File: config.mk
export PLATFORM = sky130hd
export DESIGN_NAME = lexicographic_permutation_stepper_top
export DESIGN_NICKNAME = d
export VERILOG_FILES = /design/src/hw/rtl/lps_pkg.sv /design/src/hw/rtl/lps_ram.sv /design/src/hw/rtl/lexicographic_permutation_stepper_top.sv
export SDC_FILE = /design/constraint.sdc
export NUM_CORES = 1
export LEC_CHECK = 0
export ABC_AREA = 1
export BUFFER_PORTS_ARGS = -buffer_cell sky130_fd_sc_hd__buf_2
export CORE_ASPECT_RATIO = 1.1
export CORE_MARGIN = 5
export CORE_UTILIZATION = 55
export CTS_BUF_LIST = sky130_fd_sc_hd__clkbuf_8
export DETAILED_ROUTE_END_ITERATION = 8
export PLACE_DENSITY = 0.84
export RECOVER_POWER = 50
export SLEW_MARGIN = 10
export SYNTH_ARGS = -nofsm -noshare
export SYNTH_HDL_FRONTEND = slang
export SYNTH_HIERARCHICAL = 1
export SYNTH_SLANG_ARGS = --single-unit
File: constraint.sdc
create_clock -name clock -period 5.12 [get_ports clock]
set_input_delay 1.024 -clock clock [delete_from_list [all_inputs] [get_ports clock]]
set_output_delay 1.024 -clock clock [all_outputs]
set_load 0.01 [all_outputs]
File: src/hw/rtl/lps_pkg.sv
package lps_pkg;

   // Field widths of the request and response payloads.
   localparam int DIGIT_W     = 4;
   localparam int PERM_W      = 40;
   localparam int PERM_MAX_W  = 48;
   localparam int RANK_W      = 22;
   localparam int REQ_TDATA_W = 8;
   localparam int RSP_TDATA_W = 64;
   localparam int RSP_PAD_W   = RSP_TDATA_W - PERM_W - RANK_W;

   localparam logic [RANK_W-1:0] TARGET_RESET = RANK_W'(1000000);

   typedef enum logic [12:0] {
      S_FILL     = 13'b0000000000001,
      S_IDLE     = 13'b0000000000010,
      S_CAPTURE  = 13'b0000000000100,
      S_SCAN_RD  = 13'b0000000001000,
      S_SCAN_CMP = 13'b0000000010000,
      S_FIND_RD  = 13'b0000000100000,
      S_FIND_CMP = 13'b0000001000000,
      S_SWAP_LO  = 13'b0000010000000,
      S_SWAP_HI  = 13'b0000100000000,
      S_REV_RD   = 13'b0001000000000,
      S_REV_LO   = 13'b0010000000000,
      S_REV_HI   = 13'b0100000000000,
      S_OUT      = 13'b1000000000000
   } state_type;

endpackage

File: src/hw/rtl/lps_ram.sv
module lps_ram #(
   parameter int WIDTH = 4,
   parameter int DEPTH = 10
) (
   input  logic                     clock,
   input  logic                     wr_en,
   input  logic [$clog2(DEPTH)-1:0] wr_addr,
   input  logic [WIDTH-1:0]         wr_data,
   input  logic [$clog2(DEPTH)-1:0] rd_addr_a,
   output logic [WIDTH-1:0]         rd_data_a,
   input  logic [$clog2(DEPTH)-1:0] rd_addr_b,
   output logic [WIDTH-1:0]         rd_data_b
);

   logic [WIDTH-1:0] mem_ff [DEPTH];

   // Both read ports return the contents from before a write at the same edge.
   always_ff @(posedge clock) begin
      if (wr_en) begin
         mem_ff[wr_addr] <= wr_data;
      end
      rd_data_a <= mem_ff[rd_addr_a];
      rd_data_b <= mem_ff[rd_addr_b];
   end

endmodule

File: src/hw/rtl/lexicographic_permutation_stepper_top.sv
// Lexicographic permutation stepper. Each request moves through the permutations of the
// digits 0 to DIGITS-1 in lexicographic order and returns one response: the current
// permutation (four bits per digit, first digit in the highest used nibble, cut to 40
// bits), its 1-based rank, a flag in tuser when that rank equals the target register and
// tlast once the final, descending permutation has been reached, after which the same
// response is repeated. A request with restart set returns to the ascending permutation,
// which it reports as rank 1. The digits live in a small two-read-port RAM and one shared
// magnitude comparator drives the next-permutation rule. Once the last permutation has
// been reached a request only reports it again, and in half of all steps only the last
// two digits change. The longest step comes when the pivot is the first digit and both
// the successor search and the reversal run over the whole suffix: each scanned position
// is read and then compared, the swap writes the low side and then the high side, and
// each pair of reversed digits is read, then written low and then high, as the RAM has a
// single write port. A restart first reloads the RAM with the ascending permutation, and
// after reset the same reload runs before the first request is taken. A finished response
// waits in its own register, so the next request is accepted while the previous response
// is still pending.
module lexicographic_permutation_stepper_top #(
   parameter int DIGITS = 10
) (
   input  logic                             clock,
   input  logic                             reset,
   input  logic                             csr_wr_en,
   input  logic [lps_pkg::RANK_W-1:0]       csr_wr_data,
   input  logic                             req_tvalid,
   output logic                             req_tready,
   input  logic [lps_pkg::REQ_TDATA_W-1:0]  req_tdata,   // [0] restart, rest zero
   output logic                             rsp_tvalid,
   input  logic                             rsp_tready,
   output logic [lps_pkg::RSP_TDATA_W-1:0]  rsp_tdata,   // [39:0] perm_digits, [61:40] rank
   output logic                             rsp_tuser,   // [0] is_target
   output logic                             rsp_tlast    // is_last
);

   import lps_pkg::*;

   localparam int IDX_W  = $clog2(DIGITS);
   localparam int PACK_W = DIGIT_W * DIGITS;

   localparam logic [IDX_W-1:0] LastIdx = IDX_W'(DIGITS - 1);
   localparam logic [IDX_W-1:0] PenIdx  = IDX_W'(DIGITS - 2);

   // Sequencer state and control registers.
   state_type            state_ff, state_in;
   logic [IDX_W-1:0]     i_ff, i_in;          // fill counter, pivot position, low end of reversal
   logic [IDX_W-1:0]     j_ff, j_in;          // successor position, high end of reversal
   logic [RANK_W-1:0]    count_ff, count_in;
   logic                 exhausted_ff, exhausted_in;
   logic                 restart_ff, restart_in;
   logic [RANK_W-1:0]    target_ff;
   logic                 rsp_valid_ff, rsp_valid_in;

   // Payload registers.
   logic [DIGIT_W-1:0]   piv_ff, piv_in;
   logic [DIGIT_W-1:0]   hold_ff, hold_in;
   logic [PERM_W-1:0]    perm_ff, perm_in;
   logic [PERM_W-1:0]    rsp_perm_ff;
   logic [RANK_W-1:0]    rsp_rank_ff;
   logic                 rsp_target_ff;
   logic                 rsp_last_ff;
   logic [DIGIT_W-1:0]   mirror_ff [DIGITS];

   // RAM ports.
   logic                 wr_en;
   logic [IDX_W-1:0]     wr_addr;
   logic [DIGIT_W-1:0]   wr_data;
   logic [IDX_W-1:0]     rd_addr_a;
   logic [IDX_W-1:0]     rd_addr_b;
   logic [DIGIT_W-1:0]   rd_a;
   logic [DIGIT_W-1:0]   rd_b;

   // Shared comparator and index arithmetic.
   logic [DIGIT_W-1:0]   cmp_x;
   logic                 cmp_lt;
   logic [IDX_W:0]       lo_nx;
   logic [IDX_W:0]       hi_nx;

   logic [PACK_W-1:0]     packed_perm;
   logic [PERM_MAX_W-1:0] wide_perm;
   logic                  rsp_load;

   lps_ram #(
      .WIDTH (DIGIT_W),
      .DEPTH (DIGITS)
   ) u_ram (
      .clock     (clock),
      .wr_en     (wr_en),
      .wr_addr   (wr_addr),
      .wr_data   (wr_data),
      .rd_addr_a (rd_addr_a),
      .rd_data_a (rd_a),
      .rd_addr_b (rd_addr_b),
      .rd_data_b (rd_b)
   );

   // Port A always follows the low index. Port B reads the right-hand neighbour during
   // the pivot scan and the high index otherwise.
   assign rd_addr_a = i_ff;
   assign rd_addr_b = (state_ff == S_SCAN_RD || state_ff == S_SCAN_CMP)
                      ? IDX_W'({1'b0, i_ff} + 1'b1) : j_ff;

   // The one digit comparison of the design: an ascent during the scan, and a digit larger
   // than the pivot during the successor search. The right operand is always port B.
   assign cmp_x  = (state_ff == S_SCAN_CMP) ? rd_a : piv_ff;
   assign cmp_lt = cmp_x < rd_b;

   assign lo_nx = {1'b0, i_ff} + 1'b1;
   assign hi_nx = {1'b0, j_ff} - 1'b1;

   // The low side of a swap or reversal and the reload counter write at i; the high
   // side writes at j.
   always_comb begin
      wr_en   = 1'b0;
      wr_addr = i_ff;
      wr_data = DIGIT_W'(i_ff);
      case (state_ff)
         S_FILL: begin
            wr_en = 1'b1;
         end
         S_SWAP_LO: begin
            wr_en   = 1'b1;
            wr_data = hold_ff;
         end
         S_SWAP_HI: begin
            wr_en   = 1'b1;
            wr_addr = j_ff;
            wr_data = piv_ff;
         end
         S_REV_LO: begin
            wr_en   = 1'b1;
            wr_data = rd_b;
         end
         S_REV_HI: begin
            wr_en   = 1'b1;
            wr_addr = j_ff;
            wr_data = hold_ff;
         end
         default: begin
            wr_en = 1'b0;
         end
      endcase
   end

   // A copy of the RAM contents kept in flip-flops, so that the whole permutation can be
   // captured at once when a step begins.
   always_comb begin
      for (int k = 0; k < DIGITS; k++) begin
         packed_perm[DIGIT_W*(DIGITS-1-k) +: DIGIT_W] = mirror_ff[k];
      end
   end

   assign wide_perm = PERM_MAX_W'(packed_perm);

   assign req_tready = (state_ff == S_IDLE);
   assign rsp_load   = (state_ff == S_OUT) && (!rsp_valid_ff || rsp_tready);

   always_comb begin
      state_in     = state_ff;
      i_in         = i_ff;
      j_in         = j_ff;
      count_in     = count_ff;
      exhausted_in = exhausted_ff;
      restart_in   = restart_ff;
      piv_in       = piv_ff;
      hold_in      = hold_ff;
      perm_in      = perm_ff;
      rsp_valid_in = rsp_valid_ff;

      if (rsp_valid_ff && rsp_tready) begin
         rsp_valid_in = 1'b0;
      end

      case (state_ff)
         S_FILL: begin
            // Reload the ascending permutation, one digit per cycle.
            if (i_ff == LastIdx) begin
               state_in = restart_ff ? S_CAPTURE : S_IDLE;
            end else begin
               i_in = IDX_W'(lo_nx);
            end
         end
         S_IDLE: begin
            if (req_tvalid) begin
               restart_in = req_tdata[0];
               if (req_tdata[0]) begin
                  i_in         = '0;
                  count_in     = '0;
                  exhausted_in = 1'b0;
                  state_in     = S_FILL;
               end else begin
                  state_in = S_CAPTURE;
               end
            end
         end
         S_CAPTURE: begin
            perm_in = wide_perm[PERM_W-1:0];
            if (exhausted_ff) begin
               state_in = S_OUT;
            end else begin
               count_in = count_ff + 1'b1;
               i_in     = PenIdx;
               state_in = S_SCAN_RD;
            end
         end
         S_SCAN_RD: begin
            state_in = S_SCAN_CMP;
         end
         S_SCAN_CMP: begin
            if (cmp_lt) begin
               piv_in   = rd_a;
               j_in     = LastIdx;
               state_in = S_FIND_RD;
            end else if (i_ff == '0) begin
               // No ascent anywhere: this was the descending permutation.
               exhausted_in = 1'b1;
               state_in     = S_OUT;
            end else begin
               i_in     = i_ff - 1'b1;
               state_in = S_SCAN_RD;
            end
         end
         S_FIND_RD: begin
            state_in = S_FIND_CMP;
         end
         S_FIND_CMP: begin
            if (cmp_lt) begin
               hold_in  = rd_b;
               state_in = S_SWAP_LO;
            end else begin
               j_in     = IDX_W'(hi_nx);
               state_in = S_FIND_RD;
            end
         end
         S_SWAP_LO: begin
            state_in = S_SWAP_HI;
         end
         S_SWAP_HI: begin
            i_in = IDX_W'(lo_nx);
            j_in = LastIdx;
            if (lo_nx < {1'b0, LastIdx}) begin
               state_in = S_REV_RD;
            end else begin
               state_in = S_OUT;
            end
         end
         S_REV_RD: begin
            state_in = S_REV_LO;
         end
         S_REV_LO: begin
            hold_in  = rd_a;
            state_in = S_REV_HI;
         end
         S_REV_HI: begin
            i_in = IDX_W'(lo_nx);
            j_in = IDX_W'(hi_nx);
            if (lo_nx < hi_nx) begin
               state_in = S_REV_RD;
            end else begin
               state_in = S_OUT;
            end
         end
         S_OUT: begin
            if (rsp_load) begin
               rsp_valid_in = 1'b1;
               state_in     = S_IDLE;
            end
         end
         default: begin
            state_in = S_IDLE;
         end
      endcase
   end

   // Control registers. Reset starts the reload of the ascending permutation.
   always_ff @(posedge clock) begin
      if (reset) begin
         state_ff     <= S_FILL;
         i_ff         <= '0;
         count_ff     <= '0;
         exhausted_ff <= 1'b0;
         restart_ff   <= 1'b0;
         rsp_valid_ff <= 1'b0;
         target_ff    <= TARGET_RESET;
      end else begin
         state_ff     <= state_in;
         i_ff         <= i_in;
         count_ff     <= count_in;
         exhausted_ff <= exhausted_in;
         restart_ff   <= restart_in;
         rsp_valid_ff <= rsp_valid_in;
         if (csr_wr_en) begin
            target_ff <= csr_wr_data;
         end
      end
   end

   // Payload registers.
   always_ff @(posedge clock) begin
      j_ff    <= j_in;
      piv_ff  <= piv_in;
      hold_ff <= hold_in;
      perm_ff <= perm_in;
      if (wr_en) begin
         mirror_ff[wr_addr] <= wr_data;
      end
      if (rsp_load) begin
         rsp_perm_ff   <= perm_ff;
         rsp_rank_ff   <= count_ff;
         rsp_target_ff <= (count_ff == target_ff);
         rsp_last_ff   <= exhausted_ff;
      end
   end

   assign rsp_tvalid = rsp_valid_ff;
   assign rsp_tdata  = {RSP_PAD_W'(0), rsp_rank_ff, rsp_perm_ff};
   assign rsp_tuser  = rsp_target_ff;
   assign rsp_tlast  = rsp_last_ff;

endmodule

; ---- Yosys cells after proc, flatten, opt, wreduce, memory -nomap -nowiden
; Memories as Yosys holds them, arrays and structs flattened. A register that Yosys moved wholly into a read port is not among the register bits.
; Index checks and enable logic that the tools add are counted.
; Widths: inputs -> output; s select.
[totals]
regBits = 140
inputBits = 35
out_inout_bits = 68
word_cells = 115
mem_bits_rw = 80
n_memories = 2
[mem_list]
columns = name, words, word_bits, rd, rd_ports_with_merged_regs, wr, line
row1 = mirror_ff, 10, 4, 10, 10, 1, lexicographic_permutation_stepper_top.sv:61  ; logic [DIGIT_W-1:0] mirror_ff [DIGITS];
row2 = u_ram.mem_ff, 10, 4, 2, 2, 1, lps_ram.sv:15  ; logic [WIDTH-1:0] mem_ff [DEPTH];
[op_classes]
addsub = 4
n_mux = 43
eq_ne = 27
n_lt_le_gt_ge = 3
reduce_logical = 22
[ops]
columns = cell, count
row1 = $pmux 13 s13, 1
row2 = $mux 13, 8
row3 = $mux 22, 3
row4 = $mux 4, 12
row5 = $pmux 22 s2, 1
row6 = $add 22x1->22 const B, 1
row7 = $eq 22x22->1, 1
row8 = $ne 2x2->1 const B, 10
row9 = $pmux 4 s5, 1
row10 = $pmux 4 s4, 1
row11 = $eq 13x1->1 const B, 1
row12 = $eq 13x10->1 const B, 1
row13 = $eq 13x11->1 const B, 1
row14 = $eq 13x12->1 const B, 1
row15 = $eq 13x13->1 const B, 1
row16 = $eq 13x2->1 const B, 1
row17 = $eq 13x3->1 const B, 1
row18 = $eq 13x4->1 const B, 1
row19 = $eq 13x5->1 const B, 1
row20 = $eq 13x6->1 const B, 1
row21 = $eq 13x7->1 const B, 1
row22 = $eq 13x8->1 const B, 1
row23 = $eq 13x9->1 const B, 1
row24 = $pmux 4 s3, 1
row25 = 27 further kinds, 46

; ---- Depth between registers and ports, before layout
; Gate-level depths: netlist (run 1).
[depth]
word_depth = 5
ltp_mapped = 17
mapped_depth_nobuf = 16

; ---- By module
; Netlist (run 1), hierarchy kept.
[modules_own_cells]
columns = mod, seq_area_each_um2, cells_each, n_inst, area_per_inst_um2
row1 = lexicographic_permutation_stepper_top, 5965.7, 821, 1, 9063.7
row2 = lps_ram, 1361.3, 267, 1, 2341.0

; ---- Worst setup path after synthesis (run 1)
; Ideal clock, no wire load.
[synth_timing]
path_type = input -> register
from = input port rsp_tready
to = register rsp_perm_ff[0] (enable)
arrival_ns = 3.742
path_slack_ns = 0.892
n_path_buf = 0
cell_stages = 2
setup_ns = 0.486
required_time_ns = 4.634
cell_sequence = nor2_1 > nor2_1
[synth_via]
elab_chain_cells = 2
[synth_lines]
columns = item, line
row1 = "start, declared", lexicographic_permutation_stepper_top.sv:29  ; input logic rsp_tready,
row2 = $logic_or 1x1->1, lexicographic_permutation_stepper_top.sv:155  ; assign rsp_load = (state_ff == S_OUT) && (!rsp_valid_ff || rsp_tready);
row3 = $logic_and 1x1->1, lexicographic_permutation_stepper_top.sv:155
row4 = net rsp_load, lexicographic_permutation_stepper_top.sv:80  ; logic rsp_load;
row5 = "end signal, assigned", lexicographic_permutation_stepper_top.sv:307  ; rsp_perm_ff <= perm_ff;
row6 = "end, declared", lexicographic_permutation_stepper_top.sv:57  ; logic [PERM_W-1:0] rsp_perm_ff;
; The timed path passes the listed nets, and every way through them passes these cells.
; A chain may end at the register's enable or synchronous reset.

; ---- Worst setup path in the final report (run 1)
[layout_timing]
from = register state_ff[3]
to = register rsp_perm_ff[31] (enable)
[layout_via]
elab_chain_cells = 2
[layout_lines]
columns = item, line
row1 = "start, declared", lexicographic_permutation_stepper_top.sv:44  ; state_type state_ff, state_in;
row2 = "start signal, assigned", lexicographic_permutation_stepper_top.sv:285  ; state_ff <= state_in;
row3 = $eq 13x13->1, lexicographic_permutation_stepper_top.sv:155
row4 = $logic_and 1x1->1, lexicographic_permutation_stepper_top.sv:155
row5 = net rsp_load, lexicographic_permutation_stepper_top.sv:80
; The timed path passes the listed nets, and every way through them passes these cells.

==> summary.md, run 1 <==
| Metric | Value |
|---|---|
| Status | complete, but fails checks |
| Failing checks | max-capacitance violations, max-slew violations |
| Static leakage | 5.010 nW |
| Starting density of the core | 55.61% |
| Pin count of the biggest net entering global routing | 47 |
| Asr flop ratio synth | 0% |
| Buffers & Inverters on Critical Path | 4 |
| Post-CTS setup buffers | 0 |
| Combinational share of power | 18.1% |
| ANT nets after route | 0 |
| TritonCTS clock tree | built |
| Die W | 147.3 um |
| Placed Cells | 1418 |
| Iter 0 DRT Violations | 710 |
| Sw frac | 29.18% |
| Hold Fails Final Rpt | 0 |
| CTS resizes | 0 |
| Clock network fraction of total power | 33.4% |
| RSZ-0062 raised after global routing | no |
| Predominant post-synthesis flop cell | edfxtp_1 |
| Critical Path End Type | flip-flop |
| Tcrit/Tclk final | 68.93% |
| Area of the core | 20510 sq um |
| # port buffers | 93 |
| Synth cell types | 55 |
| Clk_skew | 32.90 ps |
| Max VDD drop | 0.3120 mV |
| Total CTS buffers | 40 |
| Critical path, cell by cell | nor2_1 > nand2_1 > nor2_1 > inv_1 > nor3_1 > inv_1 > nor2_1 > buf_12 > buf_4 |
| Clock Latency Late Sink | 560 ps |
| First-pass iteration count of the detailed router | 6 |
| Clk pin slew, worst setup/hold paths | 60 ps |
| Area of the multi-input gates | 3341 sq um |
| Total Routing Usage GR | 20.43% |
| Path type of the worst min-delay path | reg2reg |
| CP Class | reg2reg |
| Worst slew margin | -35.75% |
| Vias in the first global route | 7982 |
| Crit path max-delay cell type | nor2_1 |
| Htree depth | 2 |
| Startpoint types | flip-flop |
| Final worst setup slack | 1591 ps |
| Max-cap violation count | 1 |
| Post-route setup TNS | 0 ps |
| First-pass GRT wire length | 39300 um |
| # rows | 55 |
| Sw Pwr | 1.595 mW |
| Yosys warning count | 6 |
| Worst slack at placement | 1871 ps |
| Power Internal | 3.872 mW |
| Worst slew pin tran | 2036 ps |
| Top post-synthesis cells by area | edfxtp_1 52%, dfxtp_1 13%, nand2_1 7.1% |
| Fin cells | 1493 |
| CP max FO | 32 |
| Cell Area, Synth | 11400 sq um |
| DIE AREA | 23720 sq um |
| Clk buf depth | 3 |
| CTS Sinks | 268 |
| Hold buffers post-CTS | 0 |
| Core Util, Final | 62.59% |
| Die Y | 161.0 um |
| Sequential share of the synthesized area | 64.25% |
| Vias | 8042 |
| Crit path top cell by count | nor2_1 |
| Yosys top cell by area | edfxtp_1 |
| Min cycle time layout | 3529 ps |
| Drt wl/cell | 16.14 um |
| Post-Route WL | 24100 um |
| Fmax | 0.2834 GHz |
| I/O pin count | 103 |
| GR Overflow Total | 0 |
| Design Power | 5.468 mW |
| Number of flops mapped to enable cells by yosys | 196 |
| Post-Synthesis Cells | 1088 |
| Pins Over Slew Limit | 41 |
| Top cell type's share of synthesized area | 51.61% |
| Fillers | 1668 |
| Register area | 7327 sq um |
| Remaining DRCs | 0 |
| Area grow syn2layout | 12.54% |
| Crit path DAT | 3760 ps |
| Nets@finish | 1253 |
| Placer Congestion | 0.9146 |
| Sequential share of power | 48.5% |
| Clk root buf | clkbuf_8 |
| Pwr Density | 426.0 nW/um^2 |
| Seq cells post-synth | 268 |
| Initial antenna violation count | 0 |
| Antenna cells | 0 |
| Worst path required time | 5350 ps |
| # setup viols final | 0 |
| Dpl hpwl | 16760 um |
| Average size of a mapped cell | 10.48 sq um |
| Fraction of final layout cells with drive strength greater than 1 | 10.75% |
| CP peak stage delay | 1040 ps |
| Via/cell ratio | 5.386 |
| Cell family with the largest share of critical-path delay | simple AND/OR/NAND/NOR gates |
[state kept, by name (all words and copies together), names as in the netlist, 4 cells and up]
signal / cells
rsp_perm_ff: 40
perm_ff: 40
count_ff: 22
mirror_ff: 40
u_ram/rd_data_b: 4
piv_ff: 4
hold_ff: 4
state_ff: 13
u_ram/rd_data_a: 4
rsp_rank_ff: 22
target_ff: 22
i_ff: 4
j_ff: 4
u_ram/mem_ff: 40
[per-layer routing]
layer	wire [um]	GRT usage [%]
met2	11940	35.50
met3	1771	3.928
met4	728	7.669
met1	9660	25.49
met5	0	0
[per-stage QoR]
| step | hold WS [ps] | instance area (sq um) |
|---|---|---|
| floorplan | 400.3 | 11410 |
| global placement | 400.4 | 12090 |
| detailed placement | 404.5 | 12090 |
| CTS | 412.6 | 12960 |
| global route | 415.2 | 12830 |
| finish | 414.2 | 12830 |
[final cells by class]
type                    instances  area share, %
flip-flops and latches        268          57.09
multi-input cells             658          26.03
clock buffers                  45          4.826
inverters                     135          3.997
repair buffers                102          3.626
well taps                     256          2.496
clock inverters                29          1.940
[final timing paths]
kind	from	endpoint	depth (start not counted)	slack (ps)
worst min-delay path	perm_ff[39]	rsp_perm_ff[39]	0	410
worst max register to register	state_ff[3]	rsp_perm_ff[31]	9	1590
worst max-delay path	state_ff[3]	rsp_perm_ff[31]	9	1590
worst min register to register	perm_ff[39]	rsp_perm_ff[39]	0	410
[Yosys cell counts, drive strengths merged, types with 15 or more instances]
cell / instances
nand2: 222
edfxtp: 196
inv: 133
nor2: 120
nand3: 107
dfxtp: 72
a21oi: 40
o21ai: 39
nand4: 26
nor3: 22
buf: 15
xnor2: 15
[logic make-up (layout without fill, tap and decap cells)]
| group | Yosys count | after routing | synth area share (%) |
|---|---|---|---|
| AOI/OAI and AO/OA | 102 | 102 | 5.255 |
| other | 1 | 2 | 0.03288 |
| DFF | 268 | 268 | 64.25 |
| xor gates and xnor gates | 28 | 28 | 2.150 |
| adders and majority gates | 13 | 13 | 1.426 |
| and+or+nand+nor | 513 | 513 | 20.88 |
| buffers and inverters | 163 | 311 | 6.012 |
[cells in the final DEF (no fill, tap or decap), types with 10 or more instances in the layout]
cell type	instances
edfxtp_1	196
o211ai_1	10
buf_2	32
nor3_1	21
inv_1	136
dfxtp_1	72
clkbuf_8	45
nand2_1	218
xor2_1	13
ha_1	13
a21oi_1	38
nand3_1	103
xnor2_1	15
clkbuf_1	62
o21ai_0	32
nor2_1	111
nand4_1	26
[power groups by stage]
stage          logic [mW]  clock network [mW]  registers [mW]
6_report            0.992                1.83            2.65
4_1_cts             0.991                1.87            2.65
2_1_floorplan       0.726                   0            2.66
5_1_grt              1.11                1.97            2.66
3_5_place_dp        0.976                   0            2.69
3_3_place_gp        0.946                   0            2.68
Power figures use the tool's default switching activity.
==> run 2, diff against run 1 <==
clock period = 3.3 ns   (was 5.12 ns; I/O delays follow)
==> summary.md, run 2 (same netlist as run 1, synthesis figures left out) <==
| Metric | Value |
|---|---|
| Status | complete, but fails checks (unchanged) |
| Failing checks | max-capacitance violations (was max-capacitance violations, max-slew violations) |
| Clk_skew | 33.50 ps (was 32.90 ps) |
| Worst slew margin | 0.6603% (was -35.75%) |
| # rows | 55 (unchanged) |
| DIE AREA | 23720 sq um (unchanged) |
| I/O pin count | 103 (unchanged) |
| Nets@finish | 1258 (was 1253) |
| Max VDD drop | 0.4100 mV (was 0.3120 mV) |
| Vias in the first global route | 7983 (was 7982) |
| Clock Latency Late Sink | 550 ps (was 560 ps) |
| CTS resizes | 0 (unchanged) |
| Pins Over Slew Limit | 0 (was 41) |
| # port buffers | 93 (unchanged) |
| RSZ-0062 raised after global routing | no (unchanged) |
| Drt wl/cell | 15.66 um (was 16.14 um) |
| Fraction of final layout cells with drive strength greater than 1 | 10.22% (was 10.75%) |
| Most frequent cells in the layout | 217 x nand2_1, 196 x edfxtp_1, 140 x inv_1, 109 x nor2_1, 103 x nand3_1 (was 218 x nand2_1, 196 x edfxtp_1, 136 x inv_1, 111 x nor2_1, 103 x nand3_1) |
| Hold buffers post-CTS | 0 (unchanged) |
| Post-route setup TNS | 0 ps (unchanged) |
| Tcrit/Tclk final | 89.25% (was 68.93%) |
| Initial antenna violation count | 0 (unchanged) |
| Post-Route WL | 23470 um (was 24100 um) |
| Clk buf depth | 3 (unchanged) |
| Worst path required time | 3790 ps (was 5350 ps) |
| Max-cap violation count | 1 (unchanged) |
| Crit path DAT | 3430 ps (was 3760 ps) |
| Vias | 8030 (was 8042) |
| Antenna cells | 0 (unchanged) |
| Pwr Density | 651.6 nW/um^2 (was 426.0 nW/um^2) |
| Htree depth | 2 (unchanged) |
| Area of the multi-input gates | 3328 sq um (was 3341 sq um) |
| Fmax | 0.3395 GHz (was 0.2834 GHz) |
| First-pass GRT wire length | 38420 um (was 39300 um) |
| Worst slew pin tran | 1485 ps (was 2036 ps) |
| Via/cell ratio | 5.357 (was 5.386) |
| CP max FO | 21 (was 32) |
| Area grow syn2layout | 12.16% (was 12.54%) |
| Pin count of the biggest net entering global routing | 65 (was 47) |
| CP Class | reg2reg (unchanged) |
| Iter 0 DRT Violations | 625 (was 710) |
| Clk pin slew, worst setup/hold paths | 60 ps (about the same) |
| Dpl hpwl | 16600 um (was 16760 um) |
| Total Routing Usage GR | 19.90% (was 20.43%) |
| Leading cell type in the layout, fill and taps excluded | nand2_1 (unchanged) |
| First-pass iteration count of the detailed router | 5 (was 6) |
| Die Y | 161.0 um (unchanged) |
| Clk root buf | clkbuf_8 (unchanged) |
| Static leakage | 4.978 nW (was 5.010 nW) |
| Placer Congestion | 0.9270 (was 0.9146) |
| Critical Path End Type | flip-flop (unchanged) |
| CTS Sinks | 268 (unchanged) |
| Core Util, Final | 62.37% (was 62.59%) |
| ANT nets after route | 0 (unchanged) |
| GR Overflow Total | 0 (unchanged) |
| Area of the core | 20510 sq um (unchanged) |
| # setup viols final | 0 (unchanged) |
| TritonCTS clock tree | built (unchanged) |
| Startpoint types | flip-flop (unchanged) |
| Post-CTS setup buffers | 0 (unchanged) |
| Die W | 147.3 um (unchanged) |
| Starting density of the core | 55.61% (unchanged) |
| Remaining DRCs | 0 (unchanged) |
| Hold Fails Final Rpt | 0 (unchanged) |
| Path type of the worst min-delay path | in2reg (was reg2reg) |
| Fillers | 1605 (was 1668) |
| Register area | 7327 sq um (unchanged) |
| Min cycle time layout | 2945 ps (was 3529 ps) |
| Total CTS buffers | 41 (was 40) |
[run 2: path summary, 6_finish.rpt]
check | depth (start not counted) | endpoint | start | slack, ps
max reg2reg | 7 | u_ram/rd_data_a[1] | i_ff[0] | 350
min | 3 | target_ff[14] | csr_wr_data[14] | 340
min reg2reg | 0 | perm_ff[5] | mirror_ff[8][1] | 410
max | 7 | u_ram/rd_data_a[1] | i_ff[0] | 350
[run 2: layer usage]
layer,share of wire [%],routed length [um],GRT usage [%],up-vias
met5,0,0,0,-
met4,3.1,737,8.136,0
met3,6.7,1574,4.012,66
met2,49,11530,33.93,312
met1,41,9630,25.02,3728
li1,-,-,-,3924
[run 2: where the power goes]
group	switching, mW	leakage (nW)	total [mW]	internal [mW]
sequential	0.128	2.39	4.11	3.98
combinational	1.08	2.11	1.51	0.435
clock	1.23	0.481	2.71	1.48
total	2.44	4.98	8.33	5.90
[run 2: metrics by stage]
step	cell area (sq um)	std cells	hold slack (ps)	power [mW]	worst slack [ps]
after global routing	12790	1499	318.4	8.763	133.1
final	12790	1499	337.0	8.334	354.8
after floorplan	11410	1089	400.3	5.255	202.9
after CTS	12980	1499	307.1	8.435	415.3
after global placement	12140	1423	400.3	5.659	500.8
after detailed placement	12140	1423	404.5	5.707	424.6
[run 2: cell type report]
cell class                      instances  area share, %
Timing Repair Buffer                  106          3.639
Clock buffer                           47          5.057
Tap cell                              256          2.504
Sequential cell                       268          57.28
Inverter                              135          4.001
Multi-Input combinational cell        658          26.02
Clock inverter                         29          1.497
[run 2: critical path: stages, from the launching register on]
cell	delay, ps
dfxtp_1	560
clkbuf_1	790
clkinvlp_2	910
nand2_1	200
nand3_1	120
nand3_1	140
nand3_1	90
nand2_1	80
==> run 3, diff against run 2 <==
REMOVE_ABC_BUFFERS = 1   (was not set)
==> summary.md, run 3 (same netlist as run 1, synthesis figures left out) <==
| Metric | Value |
|---|---|
| Pwr Density | 637.4 nW/um^2 (was 651.6 nW/um^2) |
| Tcrit/Tclk final | 90.21% (was 89.25%) |
| Sw frac | 30.04% (was 29.24%) |
| Iter 0 DRT Violations | 669 (was 625) |
| I/O pin count | 103 (unchanged) |
| CP max FO | 6 (was 21) |
| Status | finished clean (was complete, but fails checks) |
| Min cycle time layout | 2977 ps (was 2945 ps) |
| Die Y | 161.0 um (unchanged) |
| Clock network fraction of total power | 30.6% (was 32.6%) |
| Post-route setup TNS | 0 ps (unchanged) |
| Vias in the first global route | 7842 (was 7983) |
| Final instance area | 12740 sq um (was 12790 sq um) |
| Die W | 147.3 um (unchanged) |
| DIE AREA | 23720 sq um (unchanged) |
| Max-cap violation count | 0 (was 1) |
| Area of the core | 20510 sq um (unchanged) |
| Clk pin slew, worst setup/hold paths | 70 ps (was 60 ps) |
| Area grow syn2layout | 11.67% (was 12.16%) |
| Drt wl/cell | 16.00 um (was 15.66 um) |
| CTS Sinks | 268 (unchanged) |
| Clk root buf | clkbuf_8 (unchanged) |
| Sequential share of power | 50.5% (was 49.3%) |
| Worst slew pin tran | 1214 ps (was 1485 ps) |
| Via/cell ratio | 5.421 (was 5.357) |
| Fraction of final layout cells with drive strength greater than 1 | 10.31% (was 10.22%) |
| Cell family with the largest share of critical-path delay | simple AND/OR/NAND/NOR gates (was buffers and inverters) |
| Placed Cells | 1424 (was 1423) |
| Crit path DAT | 3160 ps (was 3430 ps) |
| Hold buffers post-CTS | 0 (unchanged) |
| # rows | 55 (unchanged) |
| CP Class | reg2reg (unchanged) |
| First-pass iteration count of the detailed router | 5 (unchanged) |
| Leading cell type in the layout, fill and taps excluded | nand2_1 (unchanged) |
| Initial antenna violation count | 0 (unchanged) |
| TritonCTS clock tree | built (unchanged) |
| Post-Route WL | 23960 um (was 23470 um) |
| Critical Path End Type | flip-flop (unchanged) |
| ANT nets after route | 0 (unchanged) |
| # setup viols final | 0 (unchanged) |
| Static leakage | 4.957 nW (was 4.978 nW) |
| # port buffers | 93 (unchanged) |
| Max VDD drop | 0.4175 mV (was 0.4100 mV) |
| Crit path top cell by count | nor2_1 (was nand3_1) |
| Dpl hpwl | 16670 um (was 16600 um) |
| Sw Pwr | 2.439 mW (was 2.437 mW) |
| Antenna cells | 0 (unchanged) |
| Worst hold slack | 332.8 ps (was 337.0 ps) |
| Combinational share of power | 18.9% (was 18.1%) |
| Remaining DRCs | 0 (unchanged) |
| Post-CTS setup buffers | 0 (unchanged) |
| Pin count of the biggest net entering global routing | 65 (unchanged) |
| Total CTS buffers | 41 (unchanged) |
| Vias | 8121 (was 8030) |
| Fin cells | 1498 (was 1499) |
| CP peak stage delay | 430 ps (was 910 ps) |
| Power Internal | 5.680 mW (was 5.897 mW) |
| Most frequent cells in the layout | 217 x nand2_1, 196 x edfxtp_1, 139 x inv_1, 109 x nor2_1, 102 x nand3_1 (was 217 x nand2_1, 196 x edfxtp_1, 140 x inv_1, 109 x nor2_1, 103 x nand3_1) |
| Placer Congestion | 0.9180 (was 0.9270) |
| Path type of the worst min-delay path | in2reg (unchanged) |
| GR Overflow Total | 0 (unchanged) |
| Buffers & Inverters on Critical Path | 1 (was 2) |
| Critical path, cell by cell | nor2_2 > nand2_1 > nor2_1 > clkinv_1 > nor2_1 > nand2_1 > nand3_1 > nand3_1 > nor2_1 (was clkbuf_1 > clkinvlp_2 > nand2_1 > nand3_1 > nand3_1 > nand3_1 > nand2_1) |
| Clock Latency Late Sink | 550 ps (about the same) |
| Starting density of the core | 55.61% (unchanged) |
| Pins Over Slew Limit | 0 (unchanged) |
| Design Power | 8.118 mW (was 8.334 mW) |
| Worst path required time | 3490 ps (was 3790 ps) |
| RSZ-0062 raised after global routing | no (unchanged) |
| Register area | 7327 sq um (unchanged) |
| Nets@finish | 1259 (was 1258) |
| Worst slew margin | 19.03% (was 0.6603%) |
| Fmax | 0.3359 GHz (was 0.3395 GHz) |
| Hold Fails Final Rpt | 0 (unchanged) |
| Htree depth | 2 (unchanged) |
| First-pass GRT wire length | 38720 um (was 38420 um) |
| Crit path max-delay cell type | nor2_1 (was clkinvlp_2) |
| Total Routing Usage GR | 20.09% (was 19.90%) |
| Area of the multi-input gates | 3333 sq um (was 3328 sq um) |
| Placement Cell Area | 12150 sq um (was 12140 sq um) |
| Startpoint types | flip-flop (unchanged) |
| Clk buf depth | 3 (unchanged) |
| CTS resizes | 0 (unchanged) |
| Clk_skew | 38.06 ps (was 33.50 ps) |
| Fillers | 1665 (was 1605) |
==> run 3: changes by cell type in the layout (fill, tap and decap cells not counted), moves of 2 or more <==
cell       previous run  this run
clkbuf_8             47        44
clkinv_2              4         7
clkbuf_1             70        68
o21ai_1               6         3
buf_4                 8        10
clkinv_1              7         9
bufinv_16             2         0
o21ai_0              33        36
==> run 3: final timing paths <==
kind	from	endpoint	slack, ps	cells past startpoint
setup reg to reg	state_ff[0]	mirror_ff[1][1]	320	9
hold reg to reg	mirror_ff[5][2]	perm_ff[18]	410	0
hold / removal	csr_wr_data[5]	target_ff[5]	330	3
setup / recovery	state_ff[0]	mirror_ff[1][1]	320	9
==> run 3: worst min-delay path: cells and delay by family <==
| kind | cells | cell delay [ps] |
|---|---|---|
| buffers and inverters | 1 | 70 |
| and+or+nand+nor | 2 | 110 |
==> run 3: power groups by stage <==
| stage | clock, mW | sequential (mW) | combinational [mW] |
|---|---|---|---|
| after floorplan | 0 | 4.16 | 1.03 |
| after global placement | 0 | 4.16 | 1.51 |
| after detailed placement | 0 | 4.17 | 1.54 |
| after CTS | 2.54 | 4.10 | 1.55 |
| after global routing | 2.70 | 4.13 | 1.70 |
| final | 2.48 | 4.10 | 1.53 |
==> run 3: layout make-up <==
class	count	share of cell area [%]
well taps	256	2.515
multi-input cells	658	26.17
repair buffers	107	3.851
inverters	135	4.018
clock inverters	30	1.159
clock buffers	44	4.755
flip-flops and latches	268	57.53
==> run 3: through the flow <==
stage | utilization [%] | setup slack (ps)
final | 62.10 | 323.0
after global placement | 59.23 | 432.2
after detailed placement | 59.23 | 431.4
after global routing | 62.10 | 102.6
after CTS | 62.90 | 411.7
after floorplan | - | -870.0
==> run 3: metal layers <==
metal	up-vias	GRT usage (%)	share of wire, %
met5	-	0	0
met4	0	8.136	2.9
met3	53	3.563	7.6
met2	368	34.28	49
met1	3758	25.59	40
li1	3942	-	-
